<file path="config.mk">
export PLATFORM = sky130hd
export DESIGN_NAME = lru_cache_with_pinned_entries
export DESIGN_NICKNAME = d
export VERILOG_FILES = /design/src/hw/rtl/lrupin_pkg.sv /design/src/hw/rtl/lru_cache_with_pinned_entries.sv /design/src/hw/rtl/lrupin_ram.sv
export SDC_FILE = /design/constraint.sdc
export NUM_CORES = 1
export LEC_CHECK = 0
export BUFFER_PORTS_ARGS = -buffer_cell sky130_fd_sc_hd__buf_2
export CAP_MARGIN = 20
export CORE_MARGIN = 2
export CORE_UTILIZATION = 30
export CTS_BUF_LIST = sky130_fd_sc_hd__clkbuf_2
export CTS_CLUSTER_DIAMETER = 120
export DETAILED_ROUTE_END_ITERATION = 10
export PLACE_DENSITY_LB_ADDON = 0.2
export SYNTH_ARGS = -nofsm -noshare
export SYNTH_HDL_FRONTEND = slang
export SYNTH_SLANG_ARGS = --single-unit
</file>
<file path="constraint.sdc">
create_clock -name clk -period 13 [get_ports clk]
set_input_delay 1.95 -clock clk [delete_from_list [all_inputs] [get_ports clk]]
set_output_delay 1.95 -clock clk [all_outputs]
set_load 0.1 [all_outputs]
</file>
<file path="src/hw/rtl/lrupin_pkg.sv">
// ----------------------------------------------------------------------------
// lrupin_pkg: shared types and constants for the pinned LRU sound cache
// Item structs for the request and response channels, field widths,
// parameter defaults and the controller state encoding.
// ----------------------------------------------------------------------------
`default_nettype none

package lrupin_pkg;

  localparam int KEY_W  = 16;
  localparam int BUSY_W = 8;
  localparam int CHAN_W = 4;
  localparam int SLOT_W = 4;
  localparam int CAP_W  = 5;

  localparam int DEF_ENTRIES  = 16;
  localparam int DEF_CHANNELS = 8;

  localparam logic [CAP_W-1:0] CAP_RESET = CAP_W'(16);

  typedef struct packed {
    logic        [KEY_W-1:0]  sound_key;
    logic        [BUSY_W-1:0] busy_channels;
    logic signed [CHAN_W-1:0] assigned_channel;
  } req_t;

  typedef struct packed {
    logic              hit;
    logic [SLOT_W-1:0] slot;
    logic              evicted;
    logic [KEY_W-1:0]  evicted_key;
    logic              no_victim;
  } rsp_t;

  typedef enum logic [1:0] {
    ST_IDLE,
    ST_SCAN,
    ST_DONE
  } state_t;

endpackage

`default_nettype wire

</file>
<file path="src/hw/rtl/lru_cache_with_pinned_entries.sv">
// ----------------------------------------------------------------------------
// lru_cache_with_pinned_entries: LRU sound-key cache with channel pinning
// Looks up a sound key, promotes it on a hit, inserts it on a miss and
// evicts the oldest entry not owned by a busy output channel when full.
// ----------------------------------------------------------------------------
// Sequencing: an accepted request scans every entry of the key/rank memory
//   through its one read port, then retires into the response register; a new
//   request is taken only after the previous one has retired, back in idle.
// Reset: clears the entry valid bits, entry count, channel owners, pending
//   rank update and the response valid flag; capacity returns to 16. The
//   key/rank memory is not cleared: an entry's contents count only when it is valid.
`default_nettype none

module lru_cache_with_pinned_entries #(
  parameter int ENTRIES  = lrupin_pkg::DEF_ENTRIES,
  parameter int CHANNELS = lrupin_pkg::DEF_CHANNELS
) (
  input  wire logic                          clk,
  input  wire logic                          rst,
  // request channel
  input  wire logic                          req_valid,
  output logic                               req_stall,
  input  wire lrupin_pkg::req_t              req,
  // response channel
  output logic                               rsp_valid,
  input  wire logic                          rsp_stall,
  output lrupin_pkg::rsp_t                   rsp,
  // capacity register write
  input  wire logic                          cfg_valid,
  output logic                               cfg_ready,
  input  wire logic [lrupin_pkg::CAP_W-1:0]  cfg_data
);

  localparam int KEY_W  = lrupin_pkg::KEY_W;
  localparam int IDX_W  = $clog2(ENTRIES);
  localparam int CNT_W  = $clog2(ENTRIES + 1);
  localparam int CMP_W  = (CNT_W > lrupin_pkg::CAP_W) ? CNT_W : lrupin_pkg::CAP_W;
  localparam int MEM_W  = KEY_W + IDX_W;
  // Only channels with a busy bit can ever pin an entry.
  localparam int NOWN   = (CHANNELS < lrupin_pkg::BUSY_W) ? CHANNELS : lrupin_pkg::BUSY_W;
  localparam int OWN_W  = (NOWN > 1) ? $clog2(NOWN) : 1;

  // --------------------------------------------------------------------------
  // Control state
  // --------------------------------------------------------------------------
  lrupin_pkg::state_t state, state_next;

  logic [lrupin_pkg::CAP_W-1:0] cap_q;
  logic [ENTRIES-1:0]           valid;
  logic [CNT_W-1:0]             count;
  logic                         own_v [NOWN];
  logic [KEY_W-1:0]             own_k [NOWN];

  lrupin_pkg::req_t             req_q;

  // Deferred promote of the previous item; applied as each entry is read.
  logic                         pend_v;
  logic [IDX_W-1:0]             pend_slot;
  logic [IDX_W:0]               pend_below;
  logic [KEY_W-1:0]             pend_key;

  // Scan pipeline
  logic [IDX_W:0]               scan_cnt;
  logic                         eval_vld;
  logic [IDX_W-1:0]             eval_idx;

  // Scan results
  logic                         hit_f;
  logic [IDX_W-1:0]             hit_idx;
  logic [IDX_W-1:0]             hit_rank;
  logic                         vic_f;
  logic [IDX_W-1:0]             vic_idx;
  logic [IDX_W-1:0]             vic_rank;
  logic [KEY_W-1:0]             vic_key;
  logic                         free_f;
  logic [IDX_W-1:0]             free_idx;

  // Handshake and sequencing strobes
  logic                         accept;
  logic                         rd_en;
  logic                         scan_last;
  logic                         load;
  logic                         taken;

  assign cfg_ready = 1'b1;
  assign accept    = req_valid && !req_stall;
  assign taken     = rsp_valid && !rsp_stall;
  assign scan_last = (scan_cnt == (IDX_W + 1)'(ENTRIES));

  // --------------------------------------------------------------------------
  // Controller: next state
  // --------------------------------------------------------------------------
  always_comb begin
    state_next = state;
    unique case (state)
      lrupin_pkg::ST_IDLE: begin
        if (req_valid) begin
          state_next = lrupin_pkg::ST_SCAN;
        end
      end
      lrupin_pkg::ST_SCAN: begin
        if (scan_last) begin
          state_next = lrupin_pkg::ST_DONE;
        end
      end
      lrupin_pkg::ST_DONE: begin
        if (!rsp_valid || !rsp_stall) begin
          state_next = lrupin_pkg::ST_IDLE;
        end
      end
      default: state_next = lrupin_pkg::ST_IDLE;
    endcase
  end

  // --------------------------------------------------------------------------
  // Controller: outputs
  // --------------------------------------------------------------------------
  always_comb begin
    req_stall = 1'b1;
    rd_en     = 1'b0;
    load      = 1'b0;
    unique case (state)
      lrupin_pkg::ST_IDLE: begin
        req_stall = 1'b0;
      end
      lrupin_pkg::ST_SCAN: begin
        rd_en = !scan_last;
      end
      lrupin_pkg::ST_DONE: begin
        // Retire into the response register once it is free or draining.
        load = !rsp_valid || !rsp_stall;
      end
      default: begin
        req_stall = 1'b1;
      end
    endcase
  end

  // --------------------------------------------------------------------------
  // Key / rank memory: {key, rank} per entry
  // --------------------------------------------------------------------------
  logic [MEM_W-1:0] rd_data;
  logic [MEM_W-1:0] wr_data;
  logic             ram_we;

  lrupin_ram #(
    .WIDTH (MEM_W),
    .DEPTH (ENTRIES)
  ) u_key_ram (
    .clk   (clk),
    .we    (ram_we),
    .waddr (eval_idx),
    .wdata (wr_data),
    .re    (rd_en),
    .raddr (scan_cnt[IDX_W-1:0]),
    .rdata (rd_data)
  );

  // --------------------------------------------------------------------------
  // Per-entry evaluation: apply the pending promote, then test the entry
  // --------------------------------------------------------------------------
  logic [KEY_W-1:0] ent_key;
  logic [IDX_W-1:0] ent_rank;
  logic             ent_valid;
  logic             ent_pinned;

  always_comb begin
    ent_key   = rd_data[MEM_W-1:IDX_W];
    ent_rank  = rd_data[IDX_W-1:0];
    ent_valid = valid[eval_idx];
    if (pend_v) begin
      if (eval_idx == pend_slot) begin
        ent_key  = pend_key;
        ent_rank = '0;
      end else if (ent_valid && ({1'b0, ent_rank} < pend_below)) begin
        ent_rank = ent_rank + IDX_W'(1);
      end
    end
  end

  // Write back only when there is something to fold in.
  assign ram_we  = eval_vld && pend_v;
  assign wr_data = {ent_key, ent_rank};

  // Pinned when the key owns any channel that is still playing.
  always_comb begin
    ent_pinned = 1'b0;
    for (int c = 0; c < NOWN; c++) begin
      if (req_q.busy_channels[c] && own_v[c] && (own_k[c] == ent_key)) begin
        ent_pinned = 1'b1;
      end
    end
  end

  // --------------------------------------------------------------------------
  // Retire decision
  // --------------------------------------------------------------------------
  logic [CMP_W-1:0] cap_ext;
  logic [CMP_W-1:0] cap_eff;
  logic             full;
  logic             do_store;
  logic [IDX_W-1:0] store_idx;
  logic [IDX_W:0]   store_below;
  logic             own_ok;
  logic [IDX_W+lrupin_pkg::SLOT_W-1:0] slot_wide;
  lrupin_pkg::rsp_t rsp_next;

  always_comb begin
    cap_ext = CMP_W'(cap_q);
    if (cap_q == '0) begin
      cap_eff = CMP_W'(1);
    end else if (cap_ext > CMP_W'(ENTRIES)) begin
      cap_eff = CMP_W'(ENTRIES);
    end else begin
      cap_eff = cap_ext;
    end
    full = (CMP_W'(count) >= cap_eff);
  end

  always_comb begin
    rsp_next    = '0;
    do_store    = 1'b0;
    store_idx   = '0;
    store_below = '0;
    priority if (hit_f) begin
      rsp_next.hit = 1'b1;
      do_store     = 1'b1;
      store_idx    = hit_idx;
      store_below  = {1'b0, hit_rank};
    end else if (full) begin
      if (vic_f) begin
        rsp_next.evicted     = 1'b1;
        rsp_next.evicted_key = vic_key;
        do_store             = 1'b1;
        store_idx            = vic_idx;
        store_below          = {1'b0, vic_rank};
      end else begin
        rsp_next.no_victim = 1'b1;
      end
    end else begin
      if (free_f) begin
        do_store    = 1'b1;
        store_idx   = free_idx;
        // Every valid entry ages on an insert.
        store_below = (IDX_W + 1)'(ENTRIES);
      end else begin
        rsp_next.no_victim = 1'b1;
      end
    end
    slot_wide     = {{lrupin_pkg::SLOT_W{1'b0}}, store_idx};
    rsp_next.slot = slot_wide[lrupin_pkg::SLOT_W-1:0];
    own_ok = !req_q.assigned_channel[lrupin_pkg::CHAN_W-1] &&
             (int'(req_q.assigned_channel[lrupin_pkg::CHAN_W-2:0]) < NOWN);
  end

  // --------------------------------------------------------------------------
  // Registers
  // --------------------------------------------------------------------------
  always_ff @(posedge clk) begin
    if (rst) begin
      state     <= lrupin_pkg::ST_IDLE;
      cap_q     <= lrupin_pkg::CAP_RESET;
      valid     <= '0;
      count     <= '0;
      pend_v    <= 1'b0;
      eval_vld  <= 1'b0;
      rsp_valid <= 1'b0;
      scan_cnt  <= '0;
      hit_f     <= 1'b0;
      vic_f     <= 1'b0;
      free_f    <= 1'b0;
      for (int c = 0; c < NOWN; c++) begin
        own_v[c] <= 1'b0;
      end
    end else begin
      state    <= state_next;
      eval_vld <= rd_en;

      if (cfg_valid && cfg_ready) begin
        cap_q <= cfg_data;
      end

      // Start a new scan.
      if (accept) begin
        scan_cnt <= '0;
        hit_f    <= 1'b0;
        vic_f    <= 1'b0;
        free_f   <= 1'b0;
      end else if (rd_en) begin
        scan_cnt <= scan_cnt + (IDX_W + 1)'(1);
      end

      // Fold in the entry read last cycle.
      if (eval_vld) begin
        if (ent_valid && (ent_key == req_q.sound_key) && !hit_f) begin
          hit_f <= 1'b1;
        end
        if (ent_valid && !ent_pinned && (!vic_f || (ent_rank > vic_rank))) begin
          vic_f <= 1'b1;
        end
        if (!ent_valid && !free_f) begin
          free_f <= 1'b1;
        end
      end

      // The pending promote is now written back; retire sets the next one.
      if (scan_last && state == lrupin_pkg::ST_SCAN) begin
        pend_v <= 1'b0;
      end

      if (load) begin
        pend_v <= do_store;
        if (do_store && !hit_f && !full) begin
          valid[store_idx] <= 1'b1;
          count            <= count + CNT_W'(1);
        end
        if (do_store && own_ok) begin
          own_v[req_q.assigned_channel[OWN_W-1:0]] <= 1'b1;
        end
      end

      if (load) begin
        rsp_valid <= 1'b1;
      end else if (taken) begin
        rsp_valid <= 1'b0;
      end
    end
  end

  // Payload registers
  always_ff @(posedge clk) begin
    if (accept) begin
      req_q <= req;
    end
    if (rd_en) begin
      eval_idx <= scan_cnt[IDX_W-1:0];
    end
    if (eval_vld) begin
      if (ent_valid && (ent_key == req_q.sound_key) && !hit_f) begin
        hit_idx  <= eval_idx;
        hit_rank <= ent_rank;
      end
      if (ent_valid && !ent_pinned && (!vic_f || (ent_rank > vic_rank))) begin
        vic_idx  <= eval_idx;
        vic_rank <= ent_rank;
        vic_key  <= ent_key;
      end
      if (!ent_valid && !free_f) begin
        free_idx <= eval_idx;
      end
    end
    if (load) begin
      rsp         <= rsp_next;
      pend_slot   <= store_idx;
      pend_below  <= store_below;
      pend_key    <= req_q.sound_key;
      if (do_store && own_ok) begin
        own_k[req_q.assigned_channel[OWN_W-1:0]] <= req_q.sound_key;
      end
    end
  end

  // --------------------------------------------------------------------------
  // Assertions
  // --------------------------------------------------------------------------
  a_count_matches_valid: assert property (@(posedge clk) disable iff (rst)
    int'(count) == $countones(valid))
    else $error("entry count differs from number of valid entries");

  a_hit_exclusive: assert property (@(posedge clk) disable iff (rst)
    load && hit_f |=> rsp_valid && !rsp.evicted && !rsp.no_victim)
    else $error("hit response also flags eviction or no victim");

  a_write_only_in_scan: assert property (@(posedge clk) disable iff (rst)
    ram_we |-> state == lrupin_pkg::ST_SCAN)
    else $error("memory written outside a scan");

  a_accept_starts_scan: assert property (@(posedge clk) disable iff (rst)
    accept |=> state == lrupin_pkg::ST_SCAN && scan_cnt == '0)
    else $error("accepted item did not start a scan");

  a_no_victim_nothing_stored: assert property (@(posedge clk) disable iff (rst)
    load && rsp_next.no_victim |=> !pend_v && $stable(count))
    else $error("state changed on a no-victim response");

endmodule

`default_nettype wire

</file>
<file path="src/hw/rtl/lrupin_ram.sv">
// ----------------------------------------------------------------------------
// lrupin_ram: generic single-write, single-read synchronous RAM
// One write port and one read port; read data registered.
// ----------------------------------------------------------------------------
`default_nettype none

module lrupin_ram #(
  parameter int WIDTH = 8,
  parameter int DEPTH = 16
) (
  input  wire logic                     clk,
  input  wire logic                     we,
  input  wire logic [$clog2(DEPTH)-1:0] waddr,
  input  wire logic [WIDTH-1:0]         wdata,
  input  wire logic                     re,
  input  wire logic [$clog2(DEPTH)-1:0] raddr,
  output logic      [WIDTH-1:0]         rdata
);

  logic [WIDTH-1:0] mem [DEPTH];

  always_ff @(posedge clk) begin
    if (we) begin
      mem[waddr] <= wdata;
    end
    if (re) begin
      rdata <= mem[raddr];
    end
  end

endmodule

`default_nettype wire
</file>
## Word level (Yosys, flattened, before mapping)

Memories as Yosys holds them, arrays and structs flattened. A register that Yosys moved wholly into a read port is not among the register bits.
Cells that the tools add are included.

| operators by class | value |
|---|---|
| add/subtract/negate cells | 3 |
| magnitude comparators | 7 |
| eq/ne operators | 16 |
| muxes and demuxes | 68 |
| bitwise gates (word level) | 3 |
| reduce and logical (&&, ||, !) cells | 55 |

Operators with widths:

| operator | count |
|---|---|
| equality test 16 bit | 9 |
| 2-to-1 mux 1 bit | 45 |
| 2-to-1 mux 4 bit | 9 |
| 2-to-1 mux 16 bit | 2 |
| logical AND 1 bit | 30 |
| 2-to-1 mux 5 bit | 4 |
| 2-to-1 mux 17 bit | 1 |
| bitwise OR 16 bit | 1 |
| adder 5 x 1 -> 5 bit, second input constant | 2 |
| zero test 1 bit | 10 |
| < comparator 4 x 5 -> 1 bit, second input constant | 2 |
| AND reduction 2 bit | 4 |
| 2-to-1 mux 2 bit | 3 |
| != test 2 bit, second input constant | 3 |
| one-hot mux 2 bit (3 select lines) | 1 |
| equality test 5 bit, second input constant | 1 |
| greater-or-equal comparator 5 bit | 1 |
| > comparator 5 bit, second input constant | 1 |
| zero test 5 bit | 1 |
| < comparator 4 x 5 -> 1 bit | 1 |
| adder 4 x 1 -> 4 bit, second input constant | 1 |
| binary-select mux 1 bit (select 4 bit) | 1 |
| demux 1 bit (select 4 bit) | 1 |
| equality test 4 bit | 1 |
| 13 further kinds | 17 |

| word-level totals | value |
|---|---|
| bits in registers | 151 |
| bits in writable memories | 456 |
| input bits | 38 |
| output and inout port bits | 26 |
| word-level logic and storage cells | 184 |
| memories kept | 3 |

Memories:

| memory | words | bits a word | rd ports | clocked after memory_dff | write ports | RTL line | text |
|---|---|---|---|---|---|---|---|
| u_key_ram.mem | 16 | 20 | 1 | 1 | 1 | lrupin_ram.sv:20 | `logic [WIDTH-1:0] mem [DEPTH];` |
| own_k | 8 | 16 | 8 | 0 | 1 | lru_cache_with_pinned_entries.sv:52 | `logic [KEY_W-1:0] own_k [NOWN];` |
| own_v | 8 | 1 | 8 | 0 | 8 | lru_cache_with_pinned_entries.sv:51 | `logic own_v [NOWN];` |

## Depth between registers and ports, before layout

Gate-level depths: netlist of run 1.

| logic depth | value |
|---|---|
| depth in word-level cells | 18 |
| mapped depth | 18 |
| gate-level depth less buffers | 18 |

## By module

From an unflattened synthesis of run 1, not the netlist that was laid out.

| unflattened totals | value |
|---|---|
| cell total of the unflattened synthesis | 1,486 |
| area total of the unflattened synthesis | 25,522.0 um^2 |

Modules (own cells, without submodules):

| module | instances | cells an instance | area an instance (um^2) | sequential area each (um^2) |
|---|---|---|---|---|
| lru_cache_with_pinned_entries | 1 | 953 | 12,791.0 | 8,147.8 |
| lrupin_ram | 1 | 533 | 12,731.0 | 10,209.8 |

## Worst setup path after synthesis of run 1

No wires, ideal clock.

| timing | value |
|---|---|
| path type | reg2reg |
| start point | register eval_idx[0] |
| end point | register vic_idx[0] (enable) |
| setup time | 0.405 ns |
| data arrival time | 4.644 ns |
| required time | 12.595 ns |
| slack | 7.951 ns |
| stages on the path, launching flop included | 17 |
| path buffers | 1 |
| clock period less this slack | 5.049 ns |
| cell sequence | edfxtp_1 -> buf_6 -> mux4_1 -> mux4_2 -> o211a_1 -> nand2b_1 -> a21oi_1 -> ha_1 -> nor2b_1 -> o21ai_0 -> nand2b_1 -> a21oi_1 -> a41o_1 -> a21o_1 -> a31oi_1 -> nand4_1 -> nor2_1 |

| on the way | value |
|---|---|
| elaborated cells between the ends (all ways) | 39 |
| classes of those cells | order compare (1); eq/ne (9); mux (15); reduce/logical (14) |

RTL lines:

| what | RTL line | text |
|---|---|---|
| start, declared | lru_cache_with_pinned_entries.sv:65 | `logic [IDX_W-1:0] eval_idx;` |
| start signal, assigned | lru_cache_with_pinned_entries.sv:336 | `eval_idx <= scan_cnt[IDX_W-1:0];` |
| binary-select mux 1 bit (select 4 bit) | lru_cache_with_pinned_entries.sv:170 | `ent_valid = valid[eval_idx];` |
| 2-to-1 mux 1 bit (not written as such) | lru_cache_with_pinned_entries.sv:170 |  |
| logical AND 1 bit | lru_cache_with_pinned_entries.sv:175 | `end else if (ent_valid && ({1'b0, ent_rank} < pend_below)) begin` |
| 2-to-1 mux 4 bit | lru_cache_with_pinned_entries.sv:175 |  |
| 2-to-1 mux 4 bit (*) | lru_cache_with_pinned_entries.sv:172 | `if (eval_idx == pend_slot) begin` |
| 2-to-1 mux 4 bit (*) | lru_cache_with_pinned_entries.sv:171 | `if (pend_v) begin` |
| net ent_rank[1] | lru_cache_with_pinned_entries.sv:163 | `logic [IDX_W-1:0] ent_rank;` |
| > comparator 4 bit (*) | lru_cache_with_pinned_entries.sv:343 | `if (ent_valid && !ent_pinned && (!vic_f \|\| (ent_rank > vic_rank))) begin` |
| logical OR 1 bit (*) | lru_cache_with_pinned_entries.sv:343 |  |
| logical AND 1 bit (*) | lru_cache_with_pinned_entries.sv:343 |  |
| AND reduction 2 bit (no line) (*) | n/a |  |
| end signal, assigned | lru_cache_with_pinned_entries.sv:344 | `vic_idx <= eval_idx;` |
| end, declared | lru_cache_with_pinned_entries.sv:72 | `logic [IDX_W-1:0] vic_idx;` |

Mark *: on every way through the listed nets, which the timed path passes. The rest lies on a longest branch. The select of a mux whose other input is x is not followed.
A chain may end at the register's enable or synchronous reset.

## Worst setup path after layout of run 1

| timing | value |
|---|---|
| start point | register eval_idx[0] |
| end point | register vic_key[3] (enable) |

| on the way | value |
|---|---|
| elaborated cells between the ends (all ways) | 39 |
| classes of those cells | order compare (1); eq/ne (9); mux (15); reduce/logical (14) |

RTL lines:

| what | RTL line | text |
|---|---|---|
| binary-select mux 1 bit (select 4 bit) | lru_cache_with_pinned_entries.sv:170 |  |
| 2-to-1 mux 1 bit (not written as such) | lru_cache_with_pinned_entries.sv:170 |  |
| logical AND 1 bit | lru_cache_with_pinned_entries.sv:175 |  |
| 2-to-1 mux 4 bit | lru_cache_with_pinned_entries.sv:175 |  |
| 2-to-1 mux 4 bit (*) | lru_cache_with_pinned_entries.sv:172 |  |
| 2-to-1 mux 4 bit (*) | lru_cache_with_pinned_entries.sv:171 |  |
| net ent_rank[2] | lru_cache_with_pinned_entries.sv:163 |  |
| > comparator 4 bit (*) | lru_cache_with_pinned_entries.sv:343 |  |
| logical OR 1 bit (*) | lru_cache_with_pinned_entries.sv:343 |  |
| logical AND 1 bit (*) | lru_cache_with_pinned_entries.sv:343 |  |
| AND reduction 2 bit (no line) (*) | n/a |  |
| end signal, assigned | lru_cache_with_pinned_entries.sv:346 | `vic_key <= ent_key;` |
| end, declared | lru_cache_with_pinned_entries.sv:74 | `logic [KEY_W-1:0] vic_key;` |

Marks and branches as above.

==> results of run 1 <==
-- synthesized netlist by cell type (14+ instances only) --
| library cell | count | share of area (%) |
|---|---|---|
| clkbuf_1 | 37 | 0.55 |
| a21oi_1 | 17 | 0.34 |
| nand3_1 | 17 | 0.34 |
| xor2_1 | 70 | 2.4 |
| nor2_1 | 43 | 0.64 |
| dfxtp_1 | 47 | 3.7 |
| xnor2_1 | 80 | 2.8 |
| mux4_2 | 103 | 9.2 |
| o2bb2ai_1 | 18 | 0.62 |
| ha_1 | 16 | 0.79 |
| nand4_1 | 23 | 0.57 |
| inv_1 | 52 | 0.77 |
| edfxtp_1 | 580 | 69 |
| nand2_1 | 34 | 0.51 |
| nor4_1 | 21 | 0.52 |
| and2_1 | 28 | 0.69 |
| nor3_1 | 14 | 0.28 |
-- metrics by stage --
step,worst slack [ns],instances
after floorplan,7.95,1397
after global placement,7.48,2509
after detailed placement,7.46,2510
after CTS,7.31,2795
after global routing,7.60,2800
final,7.98,2801
-- final timing paths --
path	slack (ns)	from	end	cells past startpoint
worst min register to register	0.47	valid[12]	valid[12]	1
worst max register to register	7.98	eval_idx[0]	vic_key[3]	17
worst min-delay path	0.47	valid[12]	valid[12]	1
worst max-delay path	7.98	eval_idx[0]	vic_key[3]	17
-- area by class of cell --
class                           count  area share (%)
Multi-Input combinational cell    657            22.8
Antenna cell                        3          0.0264
Sequential cell                   627            64.6
Timing Repair Buffer               96            2.01
Clock buffer                      249            4.38
Clock inverter                     36           0.752
Tap cell                         1080            4.75
Inverter                           53           0.699
-- flip-flops by register name, summed over array words and instances, names as in the netlist, 16 cells and up --
name             count
u_key_ram.mem      320
own_k              128
req_q               28
u_key_ram.rdata     20
rsp                 19
pend_key            16
valid               16
vic_key             16
-- metal layers --
metal,global-route usage (%),wire [um]
met5,0,0
met4,5.74,1570
met3,3.49,3510
met2,26.7,33900
met1,20.9,30100
-- power groups by stage --
stage / registers, mW / logic [mW] / clock network, mW
floorplan: 2.27 / 0.107 / 0
global placement: 2.30 / 0.140 / 0
detailed placement: 2.30 / 0.142 / 0
CTS: 2.25 / 0.143 / 1.43
global route: 2.26 / 0.154 / 1.52
finish: 2.25 / 0.141 / 1.36
-- worst register-to-register path, stage by stage (launching register included) --
cell      delay (ns)
edfxtp_1        0.71
mux4_1          0.63
mux4_2          0.55
o211a_1         0.22
nand2_1         0.10
xor2_1          0.19
nor2_1          0.08
buf_4           0.23
ha_1            0.31
o21ai_0         0.10
nand2b_1        0.09
a21oi_1         0.07
a41o_1          0.22
a21o_1          0.19
a31oi_1         0.13
nand4_1         0.15
nor2_2          0.29
buf_4           0.38
-- logic make-up (layout without fill, tap and decap cells) --
kind of cell | after synthesis | count (layout) | share of synthesized area [%]
DFF | 627 | 627 | 72.6
and+or+nand+nor | 242 | 242 | 5.39
xor gates and xnor gates | 154 | 154 | 5.46
AOI/OAI and AO/OA | 126 | 126 | 3.80
muxes | 118 | 118 | 10.0
buffers and inverters | 113 | 434 | 1.89
adders and majority gates | 16 | 16 | 0.792
other | 1 | 4 | 0.0148
==> impl_metrics.csv, run 1 <==
group,metric,value,unit
status,outcome,"completed",
sta,tightest_slew,1.14,ns
die,rows,106,
yosys,synth_edf_count,580,
sta,slew_headroom,24.3,%
die,fp.dieH,294,um
final_layout,final_core_util,34.0,%
final_layout,layout_commonest_cell,"edfxtp_1",
setup_path,cpMostUsedCell,"buf_4",
detailed_routing,drt-pass1-iter-count,5,
sta,clock-skew-final,0.104,ns
global_route,grt_antenna_before_repair,2,
setup_path,crit_type,"reg -> reg",
cts,cts_resized,0,
die,die_width,294,um
detailed_routing,vias,13713,
yosys,ys.flop_type,"edfxtp_1",
setup_path,cp-start-kind,"flop",
power,peakVddDrop,0.0000498,V
setup_path,slowest_delay,0.71,ns
setup_path,path_cells,"mux4_1 > mux4_2 > o211a_1 > nand2_1 > xor2_1 > nor2_1 > buf_4 > ha_1 > o21ai_0 > nand2b_1 > a21oi_1 > a41o_1 > a21o_1 > a31oi_1 > nand4_1 > nor2_2 > buf_4",
yosys,yosysSeqAreaShare,72.6,%
sta,timing.hold.ws,0.469,ns
final_layout,multi_input_area,6490,um2
place,placed_cell_area,27000,um2
die,start_util,30.2,%
detailed_routing,wl_per_cell,24.6,um
final_layout,seqCellArea,18400,um2
cts,htreeDepth,4,
final_layout,drive_gt1_share,29.5,%
setup_path,cp_max_fo,18,
power,p_comb_share,3.8,%
detailed_routing,drt.antenna.violating_nets,0,
setup_path,critPathTopFamily,"multiplexers",
global_route,grt_pass1_vias,14355,
detailed_routing,routed_wl,69.0,mm
sta,timing.final.crit_share,38.6,%
setup_path,crit_required,13.95,ns
setup_path,cp-end-kind,"flop",
final_layout,design_area,28400,um2
sta,hold_violations,0,
power,internal_power,2.82,mW
min_path,hp-class,"reg -> reg",
die,die_area,86600,um2
detailed_routing,drtIter0Drc,1020,
cts,clk_latency,1.32,ns
power,clkPwrFrac,36.3,%
die,num_io_pins,64,
yosys,ys_ff_latch,627,
global_route,grt_pass1_wl,99.5,mm
die,core_area,83600,um2
yosys,ys_types,76,
power,power,3.76,mW
yosys,syn_inst,1397,
cts,cts_tree,"built",
cts,cts_root_buffer,"clkbuf_2",
setup_path,critPathArrivalTime,5.97,ns
flow_run,maxCapViolCount,0,
sta,period_needed,5.02,ns
cts,ctsHoldBuffers,0,
final_layout,layout_common_cells,"580 x edfxtp_1, 249 x clkbuf_2, 103 x mux4_2",
yosys,netlist_area,25300,um2
place,routabilityCongestion,0.872,
sta,max_freq,0.199,GHz
final_layout,syn2layout_area_growth,12.6,%
power,p_sw,0.939,mW
global_route,grt_use_total,16.1,%
yosys,ys_async_sr_fraction,0,%
cts,cts.reportedPaths.clkPinSlew,0.10,ns
global_route,grt_overflow,0,
cts,cts_setup_buffers,0,
final_layout,nets,1656,
power,p_leak,9.45,nW
yosys,synthesis.nets,1451,
detailed_routing,viasPerCell,4.90,
place,hpwl,40.9,mm
yosys,yosys_warnings,0,
setup_path,slowest_stage,"edfxtp_1",
yosys,syn_avg_cell_area,18.1,um2
cts,numCtsBuffers,167,
final_layout,num-fill-cells,8005,
power,switching_share,25.0,%
power,power_density,132,nW/um2
global_route,grt_max_degree,47,
place,port_buffers,62,
sta,tns,0,ns
sta,rsz0062_at_grt,"false",
cts,clock_path_buffers,3,
sta,finalSetupViolations,0,
sta,final_max_slew_viol_count,0,
power,seqPwrFrac,60.0,%
detailed_routing,drc,0,
setup_path,cp_num_buf_inv,2,
cts,clock-sinks,627,
Power figures use the tool's default switching activity.
==> run 2, diff against run 1 <==
--- a/config.mk
+++ b/config.mk
@@ -5,6 +5,7 @@
 export SDC_FILE = /design/constraint.sdc
 export NUM_CORES = 1
 export LEC_CHECK = 0
+export ABC_AREA = 1
 export BUFFER_PORTS_ARGS = -buffer_cell sky130_fd_sc_hd__buf_2
 export CAP_MARGIN = 20
 export CORE_MARGIN = 2
==> constraint.sdc (replaced) <==
create_clock -name clk -period 4.05 [get_ports clk]
set_input_delay 0.6075 -clock clk [delete_from_list [all_inputs] [get_ports clk]]
set_output_delay 0.6075 -clock clk [all_outputs]
set_load 0.1 [all_outputs]
==> run 2 against run 1 <==
Net effect: fmax rose by 29%; combinational power rose to 5.5 times the previous value; hold slack got worse by 0.11 ns; critical path type unchanged.
==> impl_metrics.csv, run 2 <==
group,metric,value,unit
place,port_buffers,62,
final_layout,layout_commonest_cell,"edfxtp_1",
min_path,hp-class,"in -> reg",
detailed_routing,drc,0,
yosys,ys.flop_type,"edfxtp_1",
final_layout,multi_input_area,6650,um2
die,die_area,88900,um2
cts,clock-sinks,627,
die,die_width,298,um
cts,cts_root_buffer,"clkbuf_2",
detailed_routing,drt.antenna.violating_nets,0,
global_route,grt_max_degree,85,
sta,final_max_slew_viol_count,0,
yosys,synthesis.nets,2302,
yosys,syn_inst,2248,
die,start_util,30.4,%
die,fp.dieH,298,um
final_layout,nets,2608,
final_layout,largest_register_ffs,320,
yosys,synth_area_leaders,"edfxtp_1 67%, nand2_1 5.8%, nor2_1 4.9%",
sta,hold_violations,0,
die,core_area,85400,um2
setup_path,crit_type,"reg -> reg",
yosys,synth.most_common_cell,"edfxtp_1",
yosys,yosys.area.top_type,"edfxtp_1",
global_route,grt_pass1_wl,112,mm
global_route,grt_use_total,16.9,%
cts,cts_tree,"built",
power,power_density,405,nW/um2
final_layout,num-fill-cells,8574,
status,outcome,"completed",
detailed_routing,wl_per_cell,19.8,um
cts,cts.reportedPaths.clkPinSlew,0.10,ns
final_layout,syn2layout_area_growth,17.5,%
yosys,ys_async_sr_fraction,0,%
global_route,grt_pass1_vias,18434,
yosys,ys_types,50,
yosys,yosysSeqAreaShare,70.7,%
global_route,grt_overflow,0,
cts,clock_path_buffers,3,
final_layout,seqCellArea,18400,um2
power,p_leak,11.4,nW
yosys,ys_ff_latch,627,
yosys,netlist_area,26000,um2
detailed_routing,drt-pass1-iter-count,5,
sta,finalSetupViolations,0,
yosys,yosys_warnings,0,
final_layout,drive_gt1_share,17.8,%
sta,period_needed,3.91,ns
setup_path,crit_required,5.01,ns
place,routabilityCongestion,0.877,
detailed_routing,drtIter0Drc,1408,
min_path,worstHoldStart,"rsp_stall",
place,hpwl,44.9,mm
power,peakVddDrop,0.000205,V
min_path,hold-path-cell-count,6,
sta,max_freq,0.256,GHz
detailed_routing,routed_wl,75.8,mm
setup_path,r2r_cells,14,
die,rows,107,
setup_path,critPathArrivalTime,4.87,ns
yosys,synth_top_cell_area_share,67.1,%
sta,clock-skew-final,0.0768,ns
cts,clk_latency,1.33,ns
flow_run,maxCapViolCount,0,
final_layout,top_register,"u_key_ram.mem",
yosys,syn_avg_cell_area,11.6,um2
final_layout,layout_common_cells,"580 x edfxtp_1, 400 x nand2_1, 306 x nor2_1",
setup_path,cp_max_fo,12,
cts,numCtsBuffers,164,
setup_path,cp-start-kind,"flop",
power,power,12.4,mW
die,num_io_pins,64,
sta,slew_headroom,32.0,%
detailed_routing,vias,18157,
yosys,synthTopCellsByCount,"580 x edfxtp_1, 402 x nand2_1, 338 x nor2_1, 213 x o21ai_0, 181 x inv_1",
sta,tightest_slew,1.01,ns
setup_path,cp-end-kind,"flop",
yosys,synth_edf_count,580,
detailed_routing,viasPerCell,4.75,
setup_path,cp-startpoint,"cap_ext[0]",
setup_path,reg2reg_from,"cap_ext[0]",
sta,timing.final.crit_share,96.5,%
sta,timing.hold.ws,0.354,ns
global_route,grt_antenna_before_repair,3,
sta,tns,0,ns
cts,htreeDepth,4,
## run 2: changes by cell type in the layout (fill, tap and decap cells not counted), moves of 32 or more
cell,before,now
buf_4,33,72
dlygate4sd3_1,0,82
inv_1,51,180
mux4_2,103,0
nand2_1,34,400
nand3_1,17,79
nand4_1,23,55
nor2_1,30,306
o21ai_0,12,211
o22ai_1,2,81
xnor2_1,80,26
xor2_1,70,7
## run 2: area by class of cell
cell class / count / area share (%)
flip-flops and latches: 627 / 60.2
clock inverters: 40 / 0.791
inverters: 186 / 2.30
well taps: 1144 / 4.69
multi-input cells: 1349 / 21.8
diodes: 5 / 0.0410
repair buffers: 226 / 6.16
clock buffers: 248 / 4.07
## run 2: path summary, 6_finish.rpt
check           endpoint  slack [ns]
min             state[1]        0.35
max          own_k[7][9]        0.14
min reg2reg     own_v[5]        0.47
max reg2reg  own_k[7][9]        0.14
## run 2: cells by family (layout without fill, tap and decap cells)
group	after synthesis	in the layout	synth area share, %
buffers and inverters	272	700	4.24
AO/OA/AOI/OAI	370	370	7.88
XOR/XNOR	34	34	1.22
adder cells (fa/ha/maj)	16	16	0.771
other	1	6	0.0144
flip-flops	627	627	70.7
AND/OR/NAND/NOR	928	928	15.2
## run 2: metrics by stage
| step | cell area, um2 | util [%] | std cells | worst slack [ns] |
|---|---|---|---|---|
| 2_1_floorplan | 26000 | - | 2248 | 0.0964 |
| 3_3_place_gp | 28000 | 32.8 | 3440 | 0.195 |
| 3_5_place_dp | 28000 | 32.8 | 3440 | 0.0502 |
| 4_1_cts | 30300 | 35.5 | 3810 | 0.0127 |
| 5_1_grt | 30500 | 35.7 | 3824 | -0.000111 |
| 6_report | 30500 | 35.7 | 3825 | 0.143 |
## run 2: per-layer routing
layer | up-vias | track usage [%] | share of wire [%]
li1 | 8584 | - | -
met1 | 8873 | 21.3 | 42
met2 | 558 | 28.8 | 49
met3 | 140 | 3.40 | 6.6
met4 | 2 | 6.28 | 2.5
met5 | - | 0 | 0.015
## run 2: report_power, final
| part | total, mW | switching [mW] | leakage (nW) | internal (mW) |
|---|---|---|---|---|
| Combinational | 0.778 | 0.533 | 4.65 | 0.245 |
| Clock | 4.40 | 2.59 | 1.15 | 1.81 |
| Sequential | 7.18 | 0.0636 | 5.60 | 7.12 |
| Total | 12.4 | 3.19 | 11.4 | 9.17 |
## run 2: what timing repair did
item,4_1_cts,5_1_grt
pin swaps,0,8
cloned,0,3
setup buffers,0,6
setup endpoints to repair,17,24
resized for setup,1,11
hold buffers,82,0
endpoints found under the hold margin,86,0
## run 2: worst max-delay path, cell delays in order, from the launching register on
cell,delay (ns)
dfxtp_1,0.34
or4_1,0.54
nand2_1,0.11
nand2_1,0.06
ha_1,0.32
a21oi_1,0.08
o21a_1,0.19
nand3_1,0.32
nand2_1,0.26
nand3_1,0.16
nand2_1,0.20
nor2_1,0.18
nand2_1,0.16
nor2_2,0.46
buf_12,0.21
